`src/rtl/cstt_pkg.sv`:
```
`default_nettype none
package cstt_pkg;

  localparam int unsigned DivStages  = 64;
  localparam int unsigned FracBits   = 30;
  localparam int unsigned FracStages = 2 * FracBits;
  localparam int unsigned NumStages  = DivStages + FracStages;

  localparam logic [FracBits-1:0] NsPerSec = 30'd1000000000;
  localparam logic [63:0]         WholeMax = 64'd18446744073;

  typedef struct packed {
    logic [63:0]         n;
    logic [63:0]         d;
    logic [63:0]         r;
    logic [63:0]         q;
    logic [63:0]         rem;
    logic [63:0]         fr;
    logic [FracBits-1:0] fq;
    logic [63:0]         lat;
    logic                zero;
  } pipe_t;

  function automatic pipe_t div_step(input pipe_t p);
    pipe_t       o;
    logic [64:0] r2;
    logic        ge;
    o  = p;
    r2 = {p.r, p.n[63]};
    ge = r2 >= {1'b0, p.d};
    o.r   = ge ? 64'(r2 - {1'b0, p.d}) : r2[63:0];
    o.q   = {p.q[62:0], ge};
    o.n   = {p.n[62:0], 1'b0};
    o.rem = o.r;
    return o;
  endfunction

  function automatic pipe_t dbl_step(input pipe_t p);
    pipe_t       o;
    logic [64:0] r2;
    logic        ge;
    o  = p;
    r2 = {p.fr, 1'b0};
    ge = r2 >= {1'b0, p.d};
    o.fr = ge ? 64'(r2 - {1'b0, p.d}) : r2[63:0];
    o.fq = {p.fq[FracBits-2:0], ge};
    return o;
  endfunction

  function automatic pipe_t add_step(input pipe_t p);
    pipe_t       o;
    logic [64:0] s;
    logic        ge;
    o  = p;
    s  = {1'b0, p.fr} + {1'b0, p.rem};
    ge = s >= {1'b0, p.d};
    o.fr = ge ? 64'(s - {1'b0, p.d}) : s[63:0];
    o.fq = p.fq + FracBits'(ge);
    return o;
  endfunction

endpackage
`default_nettype wire

```
`src/rtl/cstt_tail.sv`:
```
`default_nettype none
module cstt_tail (
  input  wire logic           clk_i,
  input  wire logic           rst_ni,
  input  wire logic           en_i,
  input  wire logic           valid_i,
  input  wire cstt_pkg::pipe_t p_i,
  output logic                valid_o,
  output logic [63:0]         dur_o,
  output logic                failed_o
);
  import cstt_pkg::*;

  logic [2:0]  vld_q;
  logic [61:0] plo_q;
  logic [31:0] phi_q;
  logic        big_q, bad1_q, bad2_q, bad3_q;
  logic [FracBits:0] qf1_q, qf2_q;
  logic [63:0] lat1_q, lat2_q, lat3_q;
  logic [63:0] t_q;
  logic [64:0] s_q;
  logic [64:0] s2;
  logic        fail;
  logic [63:0] dur_q;
  logic        failed_q, out_vld_q;

  always_ff @(posedge clk_i or negedge rst_ni) begin
    if (!rst_ni) begin
      vld_q     <= '0;
      out_vld_q <= 1'b0;
    end else if (en_i) begin
      vld_q     <= {vld_q[1:0], valid_i};
      out_vld_q <= vld_q[2];
    end
  end

  assign s2   = {1'b0, s_q[63:0]} + {1'b0, lat3_q};
  assign fail = bad3_q | s_q[64] | s2[64];

  always_ff @(posedge clk_i) begin
    if (en_i) begin
      plo_q  <= 62'(p_i.q[31:0]) * 62'(NsPerSec);
      phi_q  <= 32'(p_i.q[34:32]) * 32'(NsPerSec);
      big_q  <= p_i.q > WholeMax;
      bad1_q <= p_i.zero;
      qf1_q  <= {1'b0, p_i.fq} + (FracBits+1)'(p_i.fr != '0);
      lat1_q <= p_i.lat;

      t_q    <= {2'b0, plo_q} + {phi_q, 32'b0};
      bad2_q <= bad1_q | big_q;
      qf2_q  <= qf1_q;
      lat2_q <= lat1_q;

      s_q    <= {1'b0, t_q} + 65'(qf2_q);
      bad3_q <= bad2_q;
      lat3_q <= lat2_q;

      dur_q    <= fail ? '0 : s2[63:0];
      failed_q <= fail;
    end
  end

  assign valid_o  = out_vld_q;
  assign dur_o    = dur_q;
  assign failed_o = failed_q;
endmodule
`default_nettype wire

```
`config.mk`:
```
export PLATFORM = sky130hd
export DESIGN_NAME = cstt_tail
export DESIGN_NICKNAME = d
export VERILOG_FILES = /design/src/rtl/cstt_pkg.sv /design/src/rtl/cstt_tail.sv
export SDC_FILE = /design/constraint.sdc
export NUM_CORES = 2
export LEC_CHECK = 0
export ABC_AREA = 1
export BUFFER_PORTS_ARGS = -buffer_cell sky130_fd_sc_hd__buf_2
export CORE_UTILIZATION = 30
export DETAILED_ROUTE_END_ITERATION = 6
export SYNTH_ARGS = -nofsm -noshare
export SYNTH_HDL_FRONTEND = slang
export SYNTH_SLANG_ARGS = --single-unit
```
`constraint.sdc`:
```
create_clock -name clk_i -period 6.78 [get_ports clk_i]
set_input_delay 1.356 -clock clk_i [delete_from_list [all_inputs] [get_ports clk_i]]
set_output_delay 1.356 -clock clk_i [all_outputs]
set_load 0.005 [all_outputs]
```
; Yosys cells after proc, flatten, opt, wreduce, memory -nomap -nowiden
; Cells that the tools add are included.
[totals]
out_inout_bits = 66
wordCells = 28
romBits = 0
input_bits = 483
mem_count = 0
ff_bits = 532
ramBits = 0
latch_bits = 0
[op_classes]
n_addsub = 4
order_cmp = 1
reduce_logical = 1
bitwise_logic = 3
n_shift = 0
multipliers = 2
div_mod_pow = 0
muxes = 0
n_eq_ne = 0
[ops]
columns = operator, count
row1 = adder 64 x 31 -> 65 bit, 1
row2 = adder 64 x 64 -> 65 bit, 1
row3 = adder 62 x 64 -> 64 bit, 1
row4 = "greater-than comparator 64 x 35 -> 1 bit, second input constant", 1
row5 = nonzero test 64 bit, 1
row6 = "multiplier 32 x 21 -> 53 bit, second input constant", 1
row7 = adder 30 x 1 -> 31 bit, 1
row8 = "multiplier 3 x 21 -> 23 bit, second input constant", 1
row9 = OR 1 bit, 3

; Longest topological paths before layout
[logic_depth]
word_depth = 2
mapped_depth = 26
mapped_depth_nobuf = 26

; Worst setup path before layout
; OpenSTA, ideal clock, no wires.
[synth_timing]
kind = input to register
start = input port p_i[228] (netlist bit)
end = register plo_q[56] (data pin)
cell_stages = 21
n_path_buf = 0
setup_ps = 254
required_ps = 6526
t_arrival_ps = 6400
setup_slack_ps = 126
path_cell_list = inv_1 -> fa_1 -> fa_1 -> fa_1 -> fa_1 -> fa_1 -> inv_1 -> fa_1 -> inv_1 -> fa_1 -> inv_1 -> ha_1 -> nand2_1 -> nor2_1 -> inv_1 -> nor2_1 -> inv_1 -> o21ai_0 -> nand2_1 -> nand4_1 -> nand2_1
[synth_between]
elab_chain_cells = 1
[synth_lines]
columns = element, line
row1 = from (decl), cstt_tail.sv:7  ; input wire cstt_pkg::pipe_t p_i,
row2 = multiplier 32 x 21 -> 53 bit, cstt_tail.sv:42  ; plo_q <= 62'(p_i.q[31:0]) * 62'(NsPerSec);
row3 = to (signal assigned), cstt_tail.sv:42
row4 = to (decl), cstt_tail.sv:15  ; logic [61:0] plo_q;
; Every way passes these cells.
; A chain may end at the register's enable or synchronous reset.

; Worst setup path in the final report
[layout_timing]
start = input port p_i[235] (netlist bit)
end = register plo_q[59] (data pin)
; Same word-level chain as after synthesis.

==> results.json <==
{
  "fin_ws_ns": 0.160,
  "synth_top_area_share_pct": 37.2,
  "grt_max_degree": 168,
  "synth_flop_cell": "edfxtp_1",
  "drv_slew": 0,
  "hold_violations": 0,
  "path_class": "primary input to flip-flop",
  "start_util_pct": 30.3,
  "cts_tree": "yes",
  "ys_seq_area_share_pct": 37.5,
  "num_rows": 136,
  "fmax_ghz": 0.151,
  "period_minus_slack_ns": 6.62,
  "yosys-top-cells-count": "1042 x nand2_1, 1004 x inv_1, 519 x edfxtp_1, 407 x ha_1, 338 x nor2_1",
  "area_growth_pct": 18.3,
  "cts_root_buffer": "clkbuf_16",
  "cap_viol_max_count": 0,
  "dpl.hpwl_mm": 97.8,
  "io_buffers": 292,
  "overflow": 0,
  "syn_avg_cell_area_um2": 9.17,
  "cp.required_ns": 7.13,
  "setup_tns_ns": 0,
  "final_nets": 6352,
  "dp.cells": 6950,
  "clock_latency_ns": 0.66,
  "setup_viol": 0,
  "htree_levels": 2,
  "firstDrtPassIters": 6,
  "post-cts-setup-buffer-count": 0,
  "relSlewSlack_pct": 27.6,
  "track_usage_pct": 16.1,
  "ctsHoldBuffers": 0,
  "synth_cells": 4565,
  "clock_path_buffers": 3,
  "synth_fp_nets": 5772,
  "clk_pin_slew_worst_paths_ns": 0.06,
  "drc": 0,
  "yosys-top-cells-area": "edfxtp_1 37%, fa_1 15%, ha_1 12%",
  "cts.sinks": 523,
  "place_ws_ns": -0.580,
  "synth_edf_count": 519,
  "grt_pass1_wl_mm": 175,
  "die_area_mm2": 0.141,
  "first_global_vias": 31700,
  "rsz0062_at_grt": "true",
  "place.gp.congestion": 0.929,
  "io_pins": 549,
  "avgViaCountPerCell": 4.43,
  "path_max_fanout": 4,
  "fin_crit_sh_pct": 97.6,
  "tightestPinTransition_ns": 1.09,
  "drt_iter0_drc": 2291,
  "status": "finished clean",
  "ant_nets": 0,
  "synth_top_area_cell": "edfxtp_1",
  "die_w_um": 375,
  "post_drt_wl_per_cell_um": 16.1,
  "ys_async_sr_fraction_pct": 0.765,
  "drive_gt1_share_pct": 14.7,
  "antenna_found_initial": 15,
  "routed_wl_mm": 114,
  "holdCritPathClass": "flip-flop to flip-flop",
  "vias": 31300,
  "final_cell_count_no_fill": 7062,
  "core_region_area_mm2": 0.138,
  "hold_slack_ns": 0.380,
  "yosysWarnings": 0,
  "end_kind": "flip-flop",
  "nFillCells": 14100,
  "skew_ns": 0.0648,
  "critical_path_arrival_ns": 6.97,
  "numCtsBuffers": 56,
  "die_y_um": 375,
  "cts_resized": 0,
  "ys_seq_elements": 523,
  "synth_most_common_cell": "nand2_1",
  "synth.distinct_cells": 48,
  "synthesis.area_mm2": 0.0418,
  "cp-start-kind": "primary input"
}
[kinds of logic after synthesis]
group	Yosys count	share of synthesized area [%]
AOI/OAI and AO/OA	356	4.74
xor gates and xnor gates	166	3.47
adders and majority gates	724	27.3
buffers and inverters	1042	9.48
DFF	523	37.5
and+or+nand+nor	1754	17.5
[worst max-delay path, cell delays in order]
cell and delay (ns):
buf_2 0.10, inv_1 0.09, buf_4 0.15, fa_1 0.56, fa_1 0.45, fa_1 0.54
fa_1 0.52, fa_1 0.55, inv_1 0.06, fa_1 0.53, inv_1 0.05, fa_1 0.49
inv_1 0.04, ha_1 0.38, nand2_1 0.12, buf_4 0.15, nor2_1 0.15, nand2_1 0.13
nor2_1 0.19, nand3_1 0.16, nand4_1 0.12, nand2_1 0.06
[final timing paths]
kind,cells after the start,to,slack (ns),from
max,22,plo_q[59]$_DFFE_PP_,0.16,p_i[235]
min,0,lat3_q[7]$_DFFE_PP_,0.38,lat2_q[7]$_DFFE_PP_
max reg2reg,16,dur_o[34]$_SDFFCE_PP0P_,3.28,lat3_q[0]$_DFFE_PP_
min reg2reg,0,lat3_q[7]$_DFFE_PP_,0.38,lat2_q[7]$_DFFE_PP_
max in group asynchronous,1,valid_o$_DFFE_PN0P_,6.15,rst_ni
min in group asynchronous,1,vld_q[1]$_DFFE_PN0P_,0.52,rst_ni
[cell type report]
type / count / area (um^2) / share of cell area (%)
Inverter: 1030 / 3880 / 7.84
Tap cell: 1863 / 2330 / 4.71
Clock buffer: 63 / 1430 / 2.89
Timing Repair Buffer: 534 / 3360 / 6.80
Sequential cell: 523 / 15700 / 31.7
Clock inverter: 41 / 404 / 0.817
Antenna cell: 8 / 20.0 / 0.0405
Multi-Input combinational cell: 3000 / 22400 / 45.2
[state kept, by name, indices dropped and copies added (netlist names), 23 cells and up]
signal  cells
dur_o      64
lat1_q     64
lat2_q     64
lat3_q     64
phi_q      23
plo_q      53
qf1_q      31
qf2_q      31
s_q        65
t_q        55
[metal layers]
metal	wire [um]	GRT usage [%]
met4	3160	4.47
met3	5410	1.59
met2	55300	28.4
met1	49800	20.8
met5	21	0
[cell usage in the layout (no fill, tap or decap), drive strengths merged, types with 49 or more instances in the layout]
cell type  instances
nand3            164
inv             1034
o21ai             93
edfxtp           519
a21oi            216
nor2             366
buf              534
clkbuf            63
nor3              49
fa               317
ha               407
xor2             132
nand2           1053
nand4             62
[through the flow]
step | utilization [%] | instance area [um^2]
floorplan | - | 41800
global placement | 34.4 | 47400
detailed placement | 34.4 | 47400
CTS | 35.7 | 49300
global route | 35.8 | 49500
finish | 35.9 | 49500
Power is left out: the tool's default activity adds up to more than one toggle a clock period on the data nets, which glitch-free logic cannot reach.
